==> src/assert_macros.svh <==
// Assertion helpers used by the instruction execute RTL.
`ifndef ASSERT_MACROS_SVH
`define ASSERT_MACROS_SVH

// Implication checked at every rising clock edge outside reset.
`define CPU8_ASSERT(lbl, clk, rst_n, ante, cons) \
	lbl: assert property (@(posedge clk) disable iff (!rst_n) (ante) |-> (cons)) \
		else $error("cpu8 assertion failed");

// Implication whose consequent is checked in the next cycle.
`define CPU8_ASSERT_NEXT(lbl, clk, rst_n, ante, cons) \
	lbl: assert property (@(posedge clk) disable iff (!rst_n) (ante) |=> (cons)) \
		else $error("cpu8 next-cycle assertion failed");

`endif

==> src/cpu8x_pkg.sv <==
package cpu8x_pkg;

	// Operation codes of the decoded instruction word.
	typedef enum logic [5:0] {
		OP_ILL = 6'd0,  OP_ADC = 6'd1,  OP_AND = 6'd2,  OP_ASL = 6'd3,
		OP_BCC = 6'd4,  OP_BCS = 6'd5,  OP_BEQ = 6'd6,  OP_BIT = 6'd7,
		OP_BMI = 6'd8,  OP_BNE = 6'd9,  OP_BPL = 6'd10, OP_BRK = 6'd11,
		OP_BVC = 6'd12, OP_BVS = 6'd13, OP_CLC = 6'd14, OP_CLD = 6'd15,
		OP_CLI = 6'd16, OP_CLV = 6'd17, OP_CMP = 6'd18, OP_CPX = 6'd19,
		OP_CPY = 6'd20, OP_DEC = 6'd21, OP_DEX = 6'd22, OP_DEY = 6'd23,
		OP_EOR = 6'd24, OP_INC = 6'd25, OP_INX = 6'd26, OP_INY = 6'd27,
		OP_JMP = 6'd28, OP_JSR = 6'd29, OP_LDA = 6'd30, OP_LDX = 6'd31,
		OP_LDY = 6'd32, OP_LSR = 6'd33, OP_NOP = 6'd34, OP_ORA = 6'd35,
		OP_PHA = 6'd36, OP_PHP = 6'd37, OP_PLA = 6'd38, OP_PLP = 6'd39,
		OP_ROL = 6'd40, OP_ROR = 6'd41, OP_RTI = 6'd42, OP_RTS = 6'd43,
		OP_SBC = 6'd44, OP_SEC = 6'd45, OP_SED = 6'd46, OP_SEI = 6'd47,
		OP_STA = 6'd48, OP_STX = 6'd49, OP_STY = 6'd50, OP_TAX = 6'd51,
		OP_TAY = 6'd52, OP_TSX = 6'd53, OP_TXA = 6'd54, OP_TXS = 6'd55,
		OP_TYA = 6'd56
	} op_t;

	// Status bit positions.
	localparam int unsigned FLAG_C = 0;
	localparam int unsigned FLAG_Z = 1;
	localparam int unsigned FLAG_I = 2;
	localparam int unsigned FLAG_D = 3;
	localparam int unsigned FLAG_B = 4;
	localparam int unsigned FLAG_U = 5;
	localparam int unsigned FLAG_V = 6;
	localparam int unsigned FLAG_N = 7;

	localparam logic [7:0] SP_RESET = 8'hFD;
	localparam logic [7:0] P_RESET  = 8'h24;
	localparam logic [7:0] PUSH_BU  = 8'h30;

	// Sequencer states.
	typedef enum logic [1:0] {
		ST_CLEAR,
		ST_IDLE,
		ST_PUSH,
		ST_PULL
	} state_t;

	// One result word.
	typedef struct packed {
		logic        wv;
		logic [15:0] wa;
		logic [7:0]  wd;
		logic [15:0] pc;
		logic [7:0]  a;
		logic [7:0]  x;
		logic [7:0]  y;
		logic [7:0]  p;
		logic [7:0]  sp;
		logic [2:0]  cost;
	} res_t;

endpackage

==> src/cpu8x_instr_if.sv <==
interface cpu8x_instr_if;
	logic        valid;
	logic        ready;
	logic [5:0]  operation;
	logic [7:0]  operand_value;
	logic [15:0] target_address;
	logic        accumulator_mode;
	logic [15:0] fetch_pc;

	modport source (output valid, operation, operand_value, target_address,
		accumulator_mode, fetch_pc, input ready);
	modport sink (input valid, operation, operand_value, target_address,
		accumulator_mode, fetch_pc, output ready);
endinterface

==> src/cpu8x_result_if.sv <==
interface cpu8x_result_if;
	logic        valid;
	logic        ready;
	logic        write_valid;
	logic [15:0] write_address;
	logic [7:0]  write_data;
	logic [15:0] next_pc;
	logic [7:0]  acc_out;
	logic [7:0]  x_out;
	logic [7:0]  y_out;
	logic [7:0]  status_out;
	logic [7:0]  sp_out;
	logic [2:0]  cost;

	modport source (output valid, write_valid, write_address, write_data, next_pc,
		acc_out, x_out, y_out, status_out, sp_out, cost, input ready);
	modport sink (input valid, write_valid, write_address, write_data, next_pc,
		acc_out, x_out, y_out, status_out, sp_out, cost, output ready);
endinterface

==> src/cpu8x_ram.sv <==
module cpu8x_ram #(
	parameter int unsigned WIDTH = 8,
	parameter int unsigned DEPTH = 256
) (
	input  logic                     clk,
	input  logic                     we,
	input  logic [$clog2(DEPTH)-1:0] waddr,
	input  logic [WIDTH-1:0]         wdata,
	input  logic [$clog2(DEPTH)-1:0] raddr,
	output logic [WIDTH-1:0]         rdata
);
	logic [WIDTH-1:0] mem [DEPTH];
	logic [WIDTH-1:0] rdata_q;

	// One write port, one registered read port.
	always_ff @(posedge clk) begin
		if (we) begin
			mem[waddr] <= wdata;
		end
		rdata_q <= mem[raddr];
	end

	assign rdata = rdata_q;
endmodule

==> src/cpu8_instruction_execute.sv <==
// Channel   Dir  Payload
// instr     in   operation, operand_value, target_address, accumulator_mode, fetch_pc
// result    out  write_valid/address/data, next_pc, registers, cost
// cfg       in   break_vector_we, break_vector_wdata (break vector)
// A new word may enter every cycle while the sequencer is idle and the output slot is free.
// PHA/PHP push one byte, JSR two and BRK three: one stack write per cycle on the RAM port.
// PLA/PLP pull one byte, RTS two and RTI three: one stack read per cycle, read port registered.
// After reset all 256 stack RAM entries are cleared before the first word is taken.
// A result waiting in the output register stalls input until the result channel is ready.
`include "assert_macros.svh"

module cpu8_instruction_execute (
	input  logic                   clk,
	input  logic                   arst_n,
	cpu8x_instr_if.sink            instr,
	cpu8x_result_if.source         result,
	input  logic                   break_vector_we,
	input  logic [15:0]            break_vector_wdata
);
	cpu8x_pkg::state_t state_q, state_d;

	logic [7:0]  a_q, x_q, y_q, sp_q, p_q;
	logic [15:0] bv_q;
	logic [7:0]  clr_q;

	// Push sequencing.
	logic [7:0]  wa_q;
	logic [1:0]  push_n_q;
	logic [7:0]  push_b0_q, push_b1_q;

	// Pull sequencing.
	cpu8x_pkg::op_t pop_op_q;
	logic [1:0]  pop_n_q, pop_i_q;
	logic [7:0]  ra_q, byte0_q, byte1_q;
	logic [15:0] pop_pc_q;

	cpu8x_pkg::res_t res_q;
	logic            res_v_q;

	logic            fire, slot_free, load_res;
	cpu8x_pkg::op_t  op;
	cpu8x_pkg::res_t ex, pl;
	logic [1:0]      ex_push_n, ex_pull_n;
	logic [7:0]      ex_pb0, ex_pb1, ex_pb2;
	logic            pull_done;

	logic        ram_we;
	logic [7:0]  ram_wa, ram_wd, ram_ra, ram_rd;

	function automatic logic [7:0] set_zn(input logic [7:0] p, input logic [7:0] v);
		logic [7:0] r;
		r = p;
		r[cpu8x_pkg::FLAG_Z] = (v == 8'h00);
		r[cpu8x_pkg::FLAG_N] = v[7];
		return r;
	endfunction

	assign op        = cpu8x_pkg::op_t'(instr.operation);
	assign slot_free = !res_v_q || result.ready;
	assign instr.ready = (state_q == cpu8x_pkg::ST_IDLE) && slot_free;
	assign fire      = instr.valid && instr.ready;
	assign pull_done = (state_q == cpu8x_pkg::ST_PULL) && (pop_i_q == pop_n_q - 2'd1);

	// Combinational execution of the incoming word.
	always_comb begin
		logic [8:0]  bin;
		logic [4:0]  lo, hi;
		logic [5:0]  slo, shi;
		logic [7:0]  r, dres, v, a;
		logic [15:0] pc, np, pc1;
		logic        c, take, isbr;
		v    = instr.operand_value;
		a    = a_q;
		pc   = instr.fetch_pc;
		c    = p_q[cpu8x_pkg::FLAG_C];
		bin  = '0; lo = '0; hi = '0; slo = '0; shi = '0; r = '0; dres = '0;
		take = 1'b0; isbr = 1'b0; np = '0; pc1 = '0;
		ex.wv = 1'b0; ex.wa = instr.target_address; ex.wd = 8'h00; ex.pc = pc;
		ex.a = a_q; ex.x = x_q; ex.y = y_q; ex.p = p_q; ex.sp = sp_q; ex.cost = 3'd1;
		ex_push_n = 2'd0; ex_pull_n = 2'd0;
		ex_pb0 = 8'h00; ex_pb1 = 8'h00; ex_pb2 = 8'h00;
		unique case (op)
			cpu8x_pkg::OP_ADC: begin
				bin = 9'(a) + 9'(v) + 9'(c);
				if (p_q[cpu8x_pkg::FLAG_D]) begin
					lo = 5'(a[3:0]) + 5'(v[3:0]) + 5'(c);
					hi = 5'(a[7:4]) + 5'(v[7:4]);
					if (lo > 5'd9) begin
						lo = lo - 5'd10;
						hi = hi + 5'd1;
					end
					dres = {hi[3:0], lo[3:0]};
					ex.p[cpu8x_pkg::FLAG_Z] = (bin[7:0] == 8'h00);
					ex.p[cpu8x_pkg::FLAG_N] = dres[7];
					ex.p[cpu8x_pkg::FLAG_V] = ~(a[7] ^ v[7]) & (a[7] ^ dres[7]);
					if (hi > 5'd9) begin
						dres = dres - 8'hA0;
						ex.p[cpu8x_pkg::FLAG_C] = 1'b1;
					end else begin
						ex.p[cpu8x_pkg::FLAG_C] = 1'b0;
					end
					ex.a = dres;
				end else begin
					ex.a = bin[7:0];
					ex.p = set_zn(p_q, bin[7:0]);
					ex.p[cpu8x_pkg::FLAG_C] = bin[8];
					ex.p[cpu8x_pkg::FLAG_V] = ~(a[7] ^ v[7]) & (a[7] ^ bin[7]);
				end
			end
			cpu8x_pkg::OP_SBC: begin
				bin = 9'(a) + {1'b0, ~v} + 9'(c);
				if (p_q[cpu8x_pkg::FLAG_D]) begin
					slo = 6'(a[3:0]) - 6'(v[3:0]) - 6'(!c);
					shi = 6'(a[7:4]) - 6'(v[7:4]);
					if (slo[5]) begin
						slo = slo + 6'd10;
						shi = shi - 6'd1;
					end
					dres = {shi[3:0], slo[3:0]};
					ex.p[cpu8x_pkg::FLAG_Z] = (bin[7:0] == 8'h00);
					ex.p[cpu8x_pkg::FLAG_N] = dres[7];
					ex.p[cpu8x_pkg::FLAG_V] = (a[7] ^ v[7]) & (a[7] ^ dres[7]);
					if (shi[5]) begin
						dres = dres + 8'hA0;
						ex.p[cpu8x_pkg::FLAG_C] = 1'b0;
					end else begin
						ex.p[cpu8x_pkg::FLAG_C] = 1'b1;
					end
					ex.a = dres;
				end else begin
					ex.a = bin[7:0];
					ex.p = set_zn(p_q, bin[7:0]);
					ex.p[cpu8x_pkg::FLAG_C] = bin[8];
					ex.p[cpu8x_pkg::FLAG_V] = (a[7] ^ v[7]) & (a[7] ^ bin[7]);
				end
			end
			cpu8x_pkg::OP_AND: begin
				ex.a = a & v;
				ex.p = set_zn(p_q, a & v);
			end
			cpu8x_pkg::OP_EOR: begin
				ex.a = a ^ v;
				ex.p = set_zn(p_q, a ^ v);
			end
			cpu8x_pkg::OP_ORA: begin
				ex.a = a | v;
				ex.p = set_zn(p_q, a | v);
			end
			cpu8x_pkg::OP_ASL, cpu8x_pkg::OP_LSR, cpu8x_pkg::OP_ROL,
			cpu8x_pkg::OP_ROR: begin
				priority case (op)
					cpu8x_pkg::OP_ASL: r = {v[6:0], 1'b0};
					cpu8x_pkg::OP_LSR: r = {1'b0, v[7:1]};
					cpu8x_pkg::OP_ROL: r = {v[6:0], c};
					default:           r = {c, v[7:1]};
				endcase
				ex.p = set_zn(p_q, r);
				ex.p[cpu8x_pkg::FLAG_C] = (op == cpu8x_pkg::OP_ASL ||
					op == cpu8x_pkg::OP_ROL) ? v[7] : v[0];
				if (instr.accumulator_mode) begin
					ex.a = r;
				end else begin
					ex.wv = 1'b1;
					ex.wd = r;
					ex.cost = (op == cpu8x_pkg::OP_ASL || op == cpu8x_pkg::OP_LSR) ?
						3'd3 : 3'd2;
				end
			end
			cpu8x_pkg::OP_BCC, cpu8x_pkg::OP_BCS, cpu8x_pkg::OP_BEQ,
			cpu8x_pkg::OP_BMI, cpu8x_pkg::OP_BNE, cpu8x_pkg::OP_BPL,
			cpu8x_pkg::OP_BVC, cpu8x_pkg::OP_BVS: begin
				isbr = 1'b1;
				priority case (op)
					cpu8x_pkg::OP_BCC: take = !p_q[cpu8x_pkg::FLAG_C];
					cpu8x_pkg::OP_BCS: take = p_q[cpu8x_pkg::FLAG_C];
					cpu8x_pkg::OP_BEQ: take = p_q[cpu8x_pkg::FLAG_Z];
					cpu8x_pkg::OP_BNE: take = !p_q[cpu8x_pkg::FLAG_Z];
					cpu8x_pkg::OP_BMI: take = p_q[cpu8x_pkg::FLAG_N];
					cpu8x_pkg::OP_BPL: take = !p_q[cpu8x_pkg::FLAG_N];
					cpu8x_pkg::OP_BVS: take = p_q[cpu8x_pkg::FLAG_V];
					default:           take = !p_q[cpu8x_pkg::FLAG_V];
				endcase
				np = pc + instr.target_address;
				if (take) begin
					ex.pc = np;
					ex.cost = (np[15:8] != pc[15:8]) ? 3'd3 : 3'd2;
				end
			end
			cpu8x_pkg::OP_BIT: begin
				ex.p[cpu8x_pkg::FLAG_Z] = ((a & v) == 8'h00);
				ex.p[cpu8x_pkg::FLAG_V] = v[6];
				ex.p[cpu8x_pkg::FLAG_N] = v[7];
			end
			cpu8x_pkg::OP_BRK: begin
				pc1 = pc + 16'd1;
				ex_pb0 = pc1[15:8];
				ex_pb1 = pc1[7:0];
				ex_pb2 = p_q | cpu8x_pkg::PUSH_BU;
				ex_push_n = 2'd3;
				ex.sp = sp_q - 8'd3;
				ex.pc = bv_q;
				ex.p[cpu8x_pkg::FLAG_I] = 1'b1;
				ex.cost = 3'd6;
			end
			cpu8x_pkg::OP_JSR: begin
				pc1 = pc - 16'd1;
				ex_pb0 = pc1[15:8];
				ex_pb1 = pc1[7:0];
				ex_push_n = 2'd2;
				ex.sp = sp_q - 8'd2;
				ex.pc = instr.target_address;
				ex.cost = 3'd3;
			end
			cpu8x_pkg::OP_PHA: begin
				ex_pb0 = a_q;
				ex_push_n = 2'd1;
				ex.sp = sp_q - 8'd1;
				ex.cost = 3'd2;
			end
			cpu8x_pkg::OP_PHP: begin
				ex_pb0 = p_q | cpu8x_pkg::PUSH_BU;
				ex_push_n = 2'd1;
				ex.sp = sp_q - 8'd1;
				ex.cost = 3'd2;
			end
			cpu8x_pkg::OP_PLA, cpu8x_pkg::OP_PLP: ex_pull_n = 2'd1;
			cpu8x_pkg::OP_RTS: ex_pull_n = 2'd2;
			cpu8x_pkg::OP_RTI: ex_pull_n = 2'd3;
			cpu8x_pkg::OP_CLC: ex.p[cpu8x_pkg::FLAG_C] = 1'b0;
			cpu8x_pkg::OP_CLD: ex.p[cpu8x_pkg::FLAG_D] = 1'b0;
			cpu8x_pkg::OP_CLI: ex.p[cpu8x_pkg::FLAG_I] = 1'b0;
			cpu8x_pkg::OP_CLV: ex.p[cpu8x_pkg::FLAG_V] = 1'b0;
			cpu8x_pkg::OP_SEC: ex.p[cpu8x_pkg::FLAG_C] = 1'b1;
			cpu8x_pkg::OP_SED: ex.p[cpu8x_pkg::FLAG_D] = 1'b1;
			cpu8x_pkg::OP_SEI: ex.p[cpu8x_pkg::FLAG_I] = 1'b1;
			cpu8x_pkg::OP_CMP, cpu8x_pkg::OP_CPX, cpu8x_pkg::OP_CPY: begin
				priority case (op)
					cpu8x_pkg::OP_CMP: r = a_q;
					cpu8x_pkg::OP_CPX: r = x_q;
					default:           r = y_q;
				endcase
				ex.p = set_zn(p_q, r - v);
				ex.p[cpu8x_pkg::FLAG_C] = (r >= v);
			end
			cpu8x_pkg::OP_DEC, cpu8x_pkg::OP_INC: begin
				r = (op == cpu8x_pkg::OP_DEC) ? v - 8'd1 : v + 8'd1;
				ex.wv = 1'b1;
				ex.wd = r;
				ex.p = set_zn(p_q, r);
				ex.cost = 3'd3;
			end
			cpu8x_pkg::OP_DEX: begin
				ex.x = x_q - 8'd1;
				ex.p = set_zn(p_q, x_q - 8'd1);
			end
			cpu8x_pkg::OP_DEY: begin
				ex.y = y_q - 8'd1;
				ex.p = set_zn(p_q, y_q - 8'd1);
			end
			cpu8x_pkg::OP_INX: begin
				ex.x = x_q + 8'd1;
				ex.p = set_zn(p_q, x_q + 8'd1);
			end
			cpu8x_pkg::OP_INY: begin
				ex.y = y_q + 8'd1;
				ex.p = set_zn(p_q, y_q + 8'd1);
			end
			cpu8x_pkg::OP_JMP: ex.pc = instr.target_address;
			cpu8x_pkg::OP_LDA: begin
				ex.a = v;
				ex.p = set_zn(p_q, v);
			end
			cpu8x_pkg::OP_LDX: begin
				ex.x = v;
				ex.p = set_zn(p_q, v);
			end
			cpu8x_pkg::OP_LDY: begin
				ex.y = v;
				ex.p = set_zn(p_q, v);
			end
			cpu8x_pkg::OP_NOP: ex.cost = 3'd1;
			cpu8x_pkg::OP_STA: begin
				ex.wv = 1'b1;
				ex.wd = a_q;
			end
			cpu8x_pkg::OP_STX: begin
				ex.wv = 1'b1;
				ex.wd = x_q;
			end
			cpu8x_pkg::OP_STY: begin
				ex.wv = 1'b1;
				ex.wd = y_q;
			end
			cpu8x_pkg::OP_TAX: begin
				ex.x = a_q;
				ex.p = set_zn(p_q, a_q);
			end
			cpu8x_pkg::OP_TAY: begin
				ex.y = a_q;
				ex.p = set_zn(p_q, a_q);
			end
			cpu8x_pkg::OP_TSX: begin
				ex.x = sp_q;
				ex.p = set_zn(p_q, sp_q);
			end
			cpu8x_pkg::OP_TXA: begin
				ex.a = x_q;
				ex.p = set_zn(p_q, x_q);
			end
			cpu8x_pkg::OP_TXS: ex.sp = x_q;
			cpu8x_pkg::OP_TYA: begin
				ex.a = y_q;
				ex.p = set_zn(p_q, y_q);
			end
			default: ex.cost = 3'd0;
		endcase
		if (!ex.wv) begin
			ex.wa = 16'h0000;
		end
		// Branch decode flags also restore the fetch PC when a branch is not taken.
		if (isbr && !take) begin
			ex.pc = pc;
		end
	end

	// Result of a pull instruction once its last stack byte is back.
	always_comb begin
		logic [15:0] ret;
		pl.wv = 1'b0; pl.wa = 16'h0000; pl.wd = 8'h00; pl.pc = pop_pc_q;
		pl.a = a_q; pl.x = x_q; pl.y = y_q; pl.p = p_q;
		pl.sp = sp_q + 8'(pop_n_q);
		pl.cost = 3'd3;
		ret = 16'h0000;
		priority case (pop_op_q)
			cpu8x_pkg::OP_PLA: begin
				pl.a = ram_rd;
				pl.p = set_zn(p_q, ram_rd);
			end
			cpu8x_pkg::OP_PLP: begin
				pl.p = ram_rd;
				pl.p[cpu8x_pkg::FLAG_U] = 1'b1;
			end
			cpu8x_pkg::OP_RTS: begin
				ret = {ram_rd, byte0_q};
				pl.pc = ret + 16'd1;
				pl.cost = 3'd5;
			end
			default: begin
				pl.p = byte0_q;
				pl.p[cpu8x_pkg::FLAG_U] = 1'b1;
				pl.pc = {ram_rd, byte1_q};
				pl.cost = 3'd5;
			end
		endcase
	end

	// Stack RAM port steering.
	always_comb begin
		ram_we = 1'b0;
		ram_wa = wa_q;
		ram_wd = push_b0_q;
		ram_ra = ra_q;
		unique case (state_q)
			cpu8x_pkg::ST_CLEAR: begin
				ram_we = 1'b1;
				ram_wa = clr_q;
				ram_wd = 8'h00;
			end
			cpu8x_pkg::ST_PUSH: ram_we = 1'b1;
			cpu8x_pkg::ST_PULL: ram_ra = ra_q;
			cpu8x_pkg::ST_IDLE: begin
				ram_ra = sp_q + 8'd1;
				if (fire && ex_push_n != 2'd0) begin
					ram_we = 1'b1;
					ram_wa = sp_q;
					ram_wd = ex_pb0;
				end
			end
			default: ram_we = 1'b0;
		endcase
	end

	cpu8x_ram #(
		.WIDTH(8),
		.DEPTH(256)
	) u_stack (
		.clk  (clk),
		.we   (ram_we),
		.waddr(ram_wa),
		.wdata(ram_wd),
		.raddr(ram_ra),
		.rdata(ram_rd)
	);

	// Next state of the sequencer.
	always_comb begin
		state_d  = state_q;
		load_res = 1'b0;
		unique case (state_q)
			cpu8x_pkg::ST_CLEAR: begin
				if (clr_q == 8'hFF) begin
					state_d = cpu8x_pkg::ST_IDLE;
				end
			end
			cpu8x_pkg::ST_IDLE: begin
				if (fire) begin
					if (ex_pull_n != 2'd0) begin
						state_d = cpu8x_pkg::ST_PULL;
					end else begin
						load_res = 1'b1;
						if (ex_push_n > 2'd1) begin
							state_d = cpu8x_pkg::ST_PUSH;
						end
					end
				end
			end
			cpu8x_pkg::ST_PUSH: begin
				if (push_n_q == 2'd1) begin
					state_d = cpu8x_pkg::ST_IDLE;
				end
			end
			cpu8x_pkg::ST_PULL: begin
				if (pull_done) begin
					load_res = 1'b1;
					state_d = cpu8x_pkg::ST_IDLE;
				end
			end
			default: state_d = cpu8x_pkg::ST_IDLE;
		endcase
	end

	// Architectural registers, sequencer and output register.
	always_ff @(posedge clk or negedge arst_n) begin
		if (!arst_n) begin
			state_q  <= cpu8x_pkg::ST_CLEAR;
			clr_q    <= 8'h00;
			a_q      <= 8'h00;
			x_q      <= 8'h00;
			y_q      <= 8'h00;
			sp_q     <= cpu8x_pkg::SP_RESET;
			p_q      <= cpu8x_pkg::P_RESET;
			bv_q     <= 16'h0000;
			push_n_q <= 2'd0;
			pop_n_q  <= 2'd0;
			pop_i_q  <= 2'd0;
			res_v_q  <= 1'b0;
			pop_op_q <= cpu8x_pkg::OP_ILL;
		end else begin
			state_q <= state_d;
			if (break_vector_we) begin
				bv_q <= break_vector_wdata;
			end
			if (state_q == cpu8x_pkg::ST_CLEAR) begin
				clr_q <= clr_q + 8'd1;
			end
			if (fire && ex_pull_n == 2'd0) begin
				a_q  <= ex.a;
				x_q  <= ex.x;
				y_q  <= ex.y;
				sp_q <= ex.sp;
				p_q  <= ex.p;
			end
			if (fire) begin
				push_n_q <= ex_push_n - 2'd1;
				pop_n_q  <= ex_pull_n;
				pop_i_q  <= 2'd0;
				pop_op_q <= op;
			end
			if (state_q == cpu8x_pkg::ST_PUSH) begin
				push_n_q <= push_n_q - 2'd1;
			end
			if (state_q == cpu8x_pkg::ST_PULL) begin
				pop_i_q <= pop_i_q + 2'd1;
			end
			if (pull_done) begin
				a_q  <= pl.a;
				sp_q <= pl.sp;
				p_q  <= pl.p;
			end
			if (load_res) begin
				res_v_q <= 1'b1;
			end else if (result.ready) begin
				res_v_q <= 1'b0;
			end
		end
	end

	// Payload registers.
	always_ff @(posedge clk) begin
		if (fire) begin
			wa_q      <= sp_q - 8'd1;
			push_b0_q <= ex_pb1;
			push_b1_q <= ex_pb2;
			ra_q      <= sp_q + 8'd2;
			pop_pc_q  <= instr.fetch_pc;
		end
		if (state_q == cpu8x_pkg::ST_PUSH) begin
			wa_q      <= wa_q - 8'd1;
			push_b0_q <= push_b1_q;
		end
		if (state_q == cpu8x_pkg::ST_PULL) begin
			ra_q <= ra_q + 8'd1;
			if (pop_i_q == 2'd0) begin
				byte0_q <= ram_rd;
			end
			if (pop_i_q == 2'd1) begin
				byte1_q <= ram_rd;
			end
		end
		if (load_res) begin
			res_q <= pull_done ? pl : ex;
		end
	end

	assign result.valid         = res_v_q;
	assign result.write_valid   = res_q.wv;
	assign result.write_address = res_q.wa;
	assign result.write_data    = res_q.wd;
	assign result.next_pc       = res_q.pc;
	assign result.acc_out       = res_q.a;
	assign result.x_out         = res_q.x;
	assign result.y_out         = res_q.y;
	assign result.status_out    = res_q.p;
	assign result.sp_out        = res_q.sp;
	assign result.cost          = res_q.cost;

	// Checks on the sequencer.
	`CPU8_ASSERT(a_busy_no_accept, clk, arst_n, state_q != cpu8x_pkg::ST_IDLE, !instr.ready)
	`CPU8_ASSERT(a_pull_no_write, clk, arst_n, state_q == cpu8x_pkg::ST_PULL, !ram_we)
	`CPU8_ASSERT(a_load_slot_free, clk, arst_n, load_res, slot_free)
	`CPU8_ASSERT_NEXT(a_pha_sp_dec, clk, arst_n, fire && op == cpu8x_pkg::OP_PHA, sp_q == $past(sp_q) - 8'd1)
endmodule
==> src/flat_wrapper.sv <==
// flat-port wrapper written by rule: the top's interface ports become plain ports
module cpu8_instruction_execute_flat 
  (clk, arst_n, break_vector_we, break_vector_wdata, instr_valid, instr_operation, instr_operand_value, instr_target_address, instr_accumulator_mode, instr_fetch_pc, instr_ready, result_valid, result_write_valid, result_write_address, result_write_data, result_next_pc, result_acc_out, result_x_out, result_y_out, result_status_out, result_sp_out, result_cost, result_ready);
  cpu8x_instr_if instr_i ();
  cpu8x_result_if result_i ();
  input  logic clk;
  input  logic arst_n;
  input  logic break_vector_we;
  input  logic [15:0] break_vector_wdata;
  input wire logic [$bits(instr_i.valid)-1:0] instr_valid;
  input wire logic [$bits(instr_i.operation)-1:0] instr_operation;
  input wire logic [$bits(instr_i.operand_value)-1:0] instr_operand_value;
  input wire logic [$bits(instr_i.target_address)-1:0] instr_target_address;
  input wire logic [$bits(instr_i.accumulator_mode)-1:0] instr_accumulator_mode;
  input wire logic [$bits(instr_i.fetch_pc)-1:0] instr_fetch_pc;
  output wire logic [$bits(instr_i.ready)-1:0] instr_ready;
  output wire logic [$bits(result_i.valid)-1:0] result_valid;
  output wire logic [$bits(result_i.write_valid)-1:0] result_write_valid;
  output wire logic [$bits(result_i.write_address)-1:0] result_write_address;
  output wire logic [$bits(result_i.write_data)-1:0] result_write_data;
  output wire logic [$bits(result_i.next_pc)-1:0] result_next_pc;
  output wire logic [$bits(result_i.acc_out)-1:0] result_acc_out;
  output wire logic [$bits(result_i.x_out)-1:0] result_x_out;
  output wire logic [$bits(result_i.y_out)-1:0] result_y_out;
  output wire logic [$bits(result_i.status_out)-1:0] result_status_out;
  output wire logic [$bits(result_i.sp_out)-1:0] result_sp_out;
  output wire logic [$bits(result_i.cost)-1:0] result_cost;
  input wire logic [$bits(result_i.ready)-1:0] result_ready;
  assign instr_i.valid = instr_valid;
  assign instr_i.operation = instr_operation;
  assign instr_i.operand_value = instr_operand_value;
  assign instr_i.target_address = instr_target_address;
  assign instr_i.accumulator_mode = instr_accumulator_mode;
  assign instr_i.fetch_pc = instr_fetch_pc;
  assign instr_ready = instr_i.ready;
  assign result_valid = result_i.valid;
  assign result_write_valid = result_i.write_valid;
  assign result_write_address = result_i.write_address;
  assign result_write_data = result_i.write_data;
  assign result_next_pc = result_i.next_pc;
  assign result_acc_out = result_i.acc_out;
  assign result_x_out = result_i.x_out;
  assign result_y_out = result_i.y_out;
  assign result_status_out = result_i.status_out;
  assign result_sp_out = result_i.sp_out;
  assign result_cost = result_i.cost;
  assign result_i.ready = result_ready;
  cpu8_instruction_execute u_core (.clk(clk), .arst_n(arst_n), .instr(instr_i), .result(result_i), .break_vector_we(break_vector_we), .break_vector_wdata(break_vector_wdata));
endmodule
==> config.mk <==
export PLATFORM = sky130hd
export DESIGN_NAME = cpu8_instruction_execute_flat
export DESIGN_NICKNAME = d
export VERILOG_FILES = /design/src/cpu8x_pkg.sv /design/src/cpu8x_instr_if.sv /design/src/cpu8x_result_if.sv /design/src/cpu8x_ram.sv /design/src/cpu8_instruction_execute.sv /design/src/flat_wrapper.sv
export VERILOG_INCLUDE_DIRS = /design/src /design/src/src
export SDC_FILE = /design/constraint.sdc
export NUM_CORES = 2
export LEC_CHECK = 0
export ABC_AREA = 1
export BUFFER_PORTS_ARGS = -buffer_cell sky130_fd_sc_hd__buf_2
export CELL_PAD_IN_SITES_DETAIL_PLACEMENT = 1
export CELL_PAD_IN_SITES_GLOBAL_PLACEMENT = 2
export CORE_MARGIN = 3
export CORE_UTILIZATION = 39
export CTS_CLUSTER_DIAMETER = 150
export CTS_CLUSTER_SIZE = 12
export DETAILED_ROUTE_END_ITERATION = 10
export PLACE_DENSITY = 0.85
export SLEW_MARGIN = 20
export SYNTH_ARGS = -nofsm -noshare
export SYNTH_HDL_FRONTEND = slang
export SYNTH_SLANG_ARGS = --single-unit
==> constraint.sdc <==
create_clock -name clk -period 5.1 [get_ports clk]
set_input_delay 0.255 -clock clk [delete_from_list [all_inputs] [get_ports clk]]
set_output_delay 0.255 -clock clk [all_outputs]
set_load 0.01 [all_outputs]
==> summary.txt <==
Outcome: complete, no violations
Count of final setup violators: 0
Hold path cells: 5
Total via count in the routed design: 74.4k
Routed length per instance: 28.4 um
Post-detailed-route DRC marker count: 0
Final instance area: 0.113 mm2
Max Root-Sink Buffers: 3
Mean area per synthesized cell: 11.7 um2
Largest net degree at the start of global routing: 160
Post-route setup TNS: 0 ns
CTS Root Buffer Type: sky130_fd_sc_hd__clkbuf_16
Highest fanout seen on the critical path: 98
Transition time of the tightest slew-check pin: 1.09 ns
Overflow after GRT: 0
TritonCTS Buffers: 209
Starting density of the core: 0.393
Start point of the worst min-delay path: instr_operand_value[7]
Sink count of the clock tree: 2,282
Class of the most critical setup path: reg -> reg
Total Routing Usage GR: 0.261
Post_cts resized: 0
Worst Skew: 0.0969 ns
Detailed Place HPWL: 224 mm
Antenna Violating Nets Remaining: 0
Seq cells post-synth: 2,282
Minimum clock period: 4.63 ns
Library cell with the highest instance count after synthesis: sky130_fd_sc_hd__edfxtp_1
H-Tree Depth: 4
Die height: 510 um
Worst reg2reg path startpoint: u_core.state_q[1]
Slew headroom: 0.272
Cell types with the largest area share after synthesis: sky130_fd_sc_hd__edfxtp_1 67%, sky130_fd_sc_hd__o21ai_0 6.4%, sky130_fd_sc_hd__nor2_1 5.9%
Via count of the first global-routing pass: 76.2k
Die Footprint: 0.260 mm2
Clock insertion delay at the later pin of the skew report: 0.91 ns
Core region area: 0.252 mm2
Peak supply drop: 0.000351 V
Ports: 154
Reg clk slew, reported paths: 0.07 ns
Worst reg-to-reg path cell count: 14
Leakage power total: 41.4 nW
TritonCTS clock tree: yes
Highest clock rate: 216 MHz
Number of distinct standard cells referenced by the synthesized netlist: 60
Cell type with the highest aggregate area in the netlist: sky130_fd_sc_hd__edfxtp_1
Max Slew Vio Count: 0
Hold/Removal Path Class: in -> reg
Capturing element type of the critical path: flop
Synthesized area: 0.0990 mm2
Type of origin of the critical path: flop
Count of final hold-check violations: 0
R2R setup slack: 0.47 ns
Proportion of layout cells with a drive suffix above 1: 0.106
Sequential share of the synthesized area: 0.687
Commonest cells post-synth: 2,195 x sky130_fd_sc_hd__edfxtp_1, 1,548 x sky130_fd_sc_hd__nor2_1, 1,273 x sky130_fd_sc_hd__o21ai_0
Area share of the largest cell type after synthesis: 0.666
Worst EP required: 5.90 ns
Count of warnings emitted by yosys: 0
Power per cell area: 315 mW/mm2
Weighted congestion at the end of routability-driven global placement: 0.970
Buffers added on ports: 153
Top FF cell, synth: sky130_fd_sc_hd__edfxtp_1
End of the worst register-to-register path: u_core.u_stack.rdata[1]
Post-DP Area: 0.106 mm2
Share of the core filled with cells in the final layout: 0.449
Tot Pwr: 0.0357 W
Final net count: 9,032
Wire length of the first global-routing pass: 512 mm
Max_cap viols: 0
Fin Hold WS: 0.144 ns
Number of antenna violations at the first check in global routing: 11
Syn Nets: 8,645
Length of the first detailed-routing pass in iterations: 5
Signed area change from the synthesized netlist to the final layout: 14.3%
Final worst path period share: 0.908
Horizontal die dimension: 510 um
FFs w/ async S/R, synth: 0.0346
Routed Wire Length: 349 mm
Number of instances in the synthesized netlist: 8,475
Worst path arrival time: 5.43 ns
Number of enable flip-flop cells after synthesis: 2,195
Starting DRC count in detailed routing: 8,405
RSZ-0062 raised after global routing: no
Placement Rows: 184
Detail-routed via count per cell: 6.06
End point of the worst hold path: u_core.x_q[7]
## final cells by class
cell class | instances | area, um2
Fill cell | 26600 | 139000
Timing Repair Buffer | 725 | 6070
Multi-Input combinational cell | 5301 | 27700
Antenna cell | 3 | 7.51
Tap cell | 3348 | 4190
Inverter | 343 | 1320
Clock inverter | 18 | 428
Sequential cell | 2282 | 68100
Clock buffer | 263 | 5450
## cell usage in the layout (no fill, tap or decap), types with 12 or more instances in the layout
cell type / netlist / layout
sky130_fd_sc_hd__nor2_1: 1548 / 1547
sky130_fd_sc_hd__o21ai_0: 1273 / 1273
sky130_fd_sc_hd__xnor2_1: 14 / 14
sky130_fd_sc_hd__nand3_1: 351 / 351
sky130_fd_sc_hd__nand2_2: 5 / 22
sky130_fd_sc_hd__clkinv_16: 0 / 12
sky130_fd_sc_hd__buf_4: 10 / 416
sky130_fd_sc_hd__o21ai_1: 75 / 74
sky130_fd_sc_hd__inv_1: 312 / 311
sky130_fd_sc_hd__o211ai_1: 237 / 237
sky130_fd_sc_hd__clkbuf_16: 0 / 210
sky130_fd_sc_hd__buf_12: 0 / 61
sky130_fd_sc_hd__a221oi_1: 14 / 14
sky130_fd_sc_hd__clkbuf_1: 424 / 53
sky130_fd_sc_hd__dlygate4sd3_1: 0 / 96
sky130_fd_sc_hd__nor3_1: 40 / 40
sky130_fd_sc_hd__ha_1: 91 / 91
sky130_fd_sc_hd__edfxtp_1: 2195 / 2195
sky130_fd_sc_hd__dfrtp_1: 70 / 70
sky130_fd_sc_hd__buf_2: 89 / 152
sky130_fd_sc_hd__a31oi_1: 12 / 12
sky130_fd_sc_hd__o22ai_1: 409 / 409
sky130_fd_sc_hd__xor2_1: 76 / 76
sky130_fd_sc_hd__o221ai_1: 196 / 196
sky130_fd_sc_hd__a211oi_1: 14 / 14
sky130_fd_sc_hd__nand4_1: 36 / 36
sky130_fd_sc_hd__clkinv_1: 17 / 17
sky130_fd_sc_hd__a21oi_1: 130 / 130
sky130_fd_sc_hd__nand2_1: 605 / 581
sky130_fd_sc_hd__o21bai_1: 54 / 54
## logic make-up (layout without fill, tap and decap cells)
family          after synthesis  count (layout)  share of synthesized area
flops                      2282            2282                      0.687
buf+inv                     892            1349                     0.0356
xor+xnor                     90              90                    0.00796
simple gates               2637            2637                      0.108
fa+ha+maj                   102             102                     0.0137
compound gates             2472            2472                      0.148
other cells                   0               3                          0
## per-layer routing
metal,wire (um),up-vias,GRT usage
li1,-,31900,-
met1,141000,38300,0.347
met4,16800,4,0.117
met3,25200,751,0.0386
met2,166000,3437,0.427
met5,23,-,0
## stage by stage
step                      worst slack (ns)  cells
after global routing                 0.386  12300
after global placement               0.632  11900
final                                0.469  12300
after detailed placement             0.394  11900
after floorplan                     -0.791   8475
after CTS                            0.611  12300
## worst max-delay path by stage
stage | startpoint | end | slack, ns | cells past startpoint
2_1_floorplan | instr_operation[0] | u_core.u_stack.mem[0][6] | -0.79 | 12
3_3_place_gp | instr_operation[0] | u_core.u_stack.mem[39][5] | 0.63 | 19
3_5_place_dp | instr_operation[0] | u_core.u_stack.mem[39][5] | 0.39 | 19
4_1_cts | u_core.sp_q[0] | u_core.u_stack.rdata[6] | 0.61 | 15
5_1_grt | u_core.state_q[1] | u_core.u_stack.rdata[1] | 0.39 | 14
6_report | u_core.state_q[1] | u_core.u_stack.rdata[1] | 0.47 | 14
## worst max-delay path, cell delays in order (launching register included)
cell,delay (ns)
sky130_fd_sc_hd__dfrtp_1,0.45
sky130_fd_sc_hd__inv_2,0.12
sky130_fd_sc_hd__nand2_2,0.31
sky130_fd_sc_hd__nand2_1,0.32
sky130_fd_sc_hd__nand2_8,0.18
sky130_fd_sc_hd__inv_8,0.59
sky130_fd_sc_hd__buf_12,0.42
sky130_fd_sc_hd__o21ai_0,0.16
sky130_fd_sc_hd__o22ai_1,0.28
sky130_fd_sc_hd__nor2_1,0.07
sky130_fd_sc_hd__o211ai_1,0.58
sky130_fd_sc_hd__nand3_1,0.39
sky130_fd_sc_hd__nand3_1,0.20
sky130_fd_sc_hd__nand3_1,0.23
sky130_fd_sc_hd__nand2_1,0.20
## power by group
group	internal (W)	total, W	leakage (nW)	switching, W
logic	0.000292	0.000865	14.3	0.000573
registers	0.0203	0.0203	24.3	0.0000381
clock network	0.00749	0.0145	2.82	0.00702
## flip-flops by register name, summed over array words and instances, names as in the netlist, 16 cells and up
register and count:
u_core.result.next_pc 16, u_core.bv_q 16, u_core.u_stack.mem 2048, u_core.pop_pc_q 16
u_core.result.write_address 16
## repair_timing
item | in CTS | in global routing
hold endpoints to repair | 98 | 0
setup buffers | 0 | 0
hold buffers | 97 | 0
Note: power is estimated with default switching activity, not from simulation.
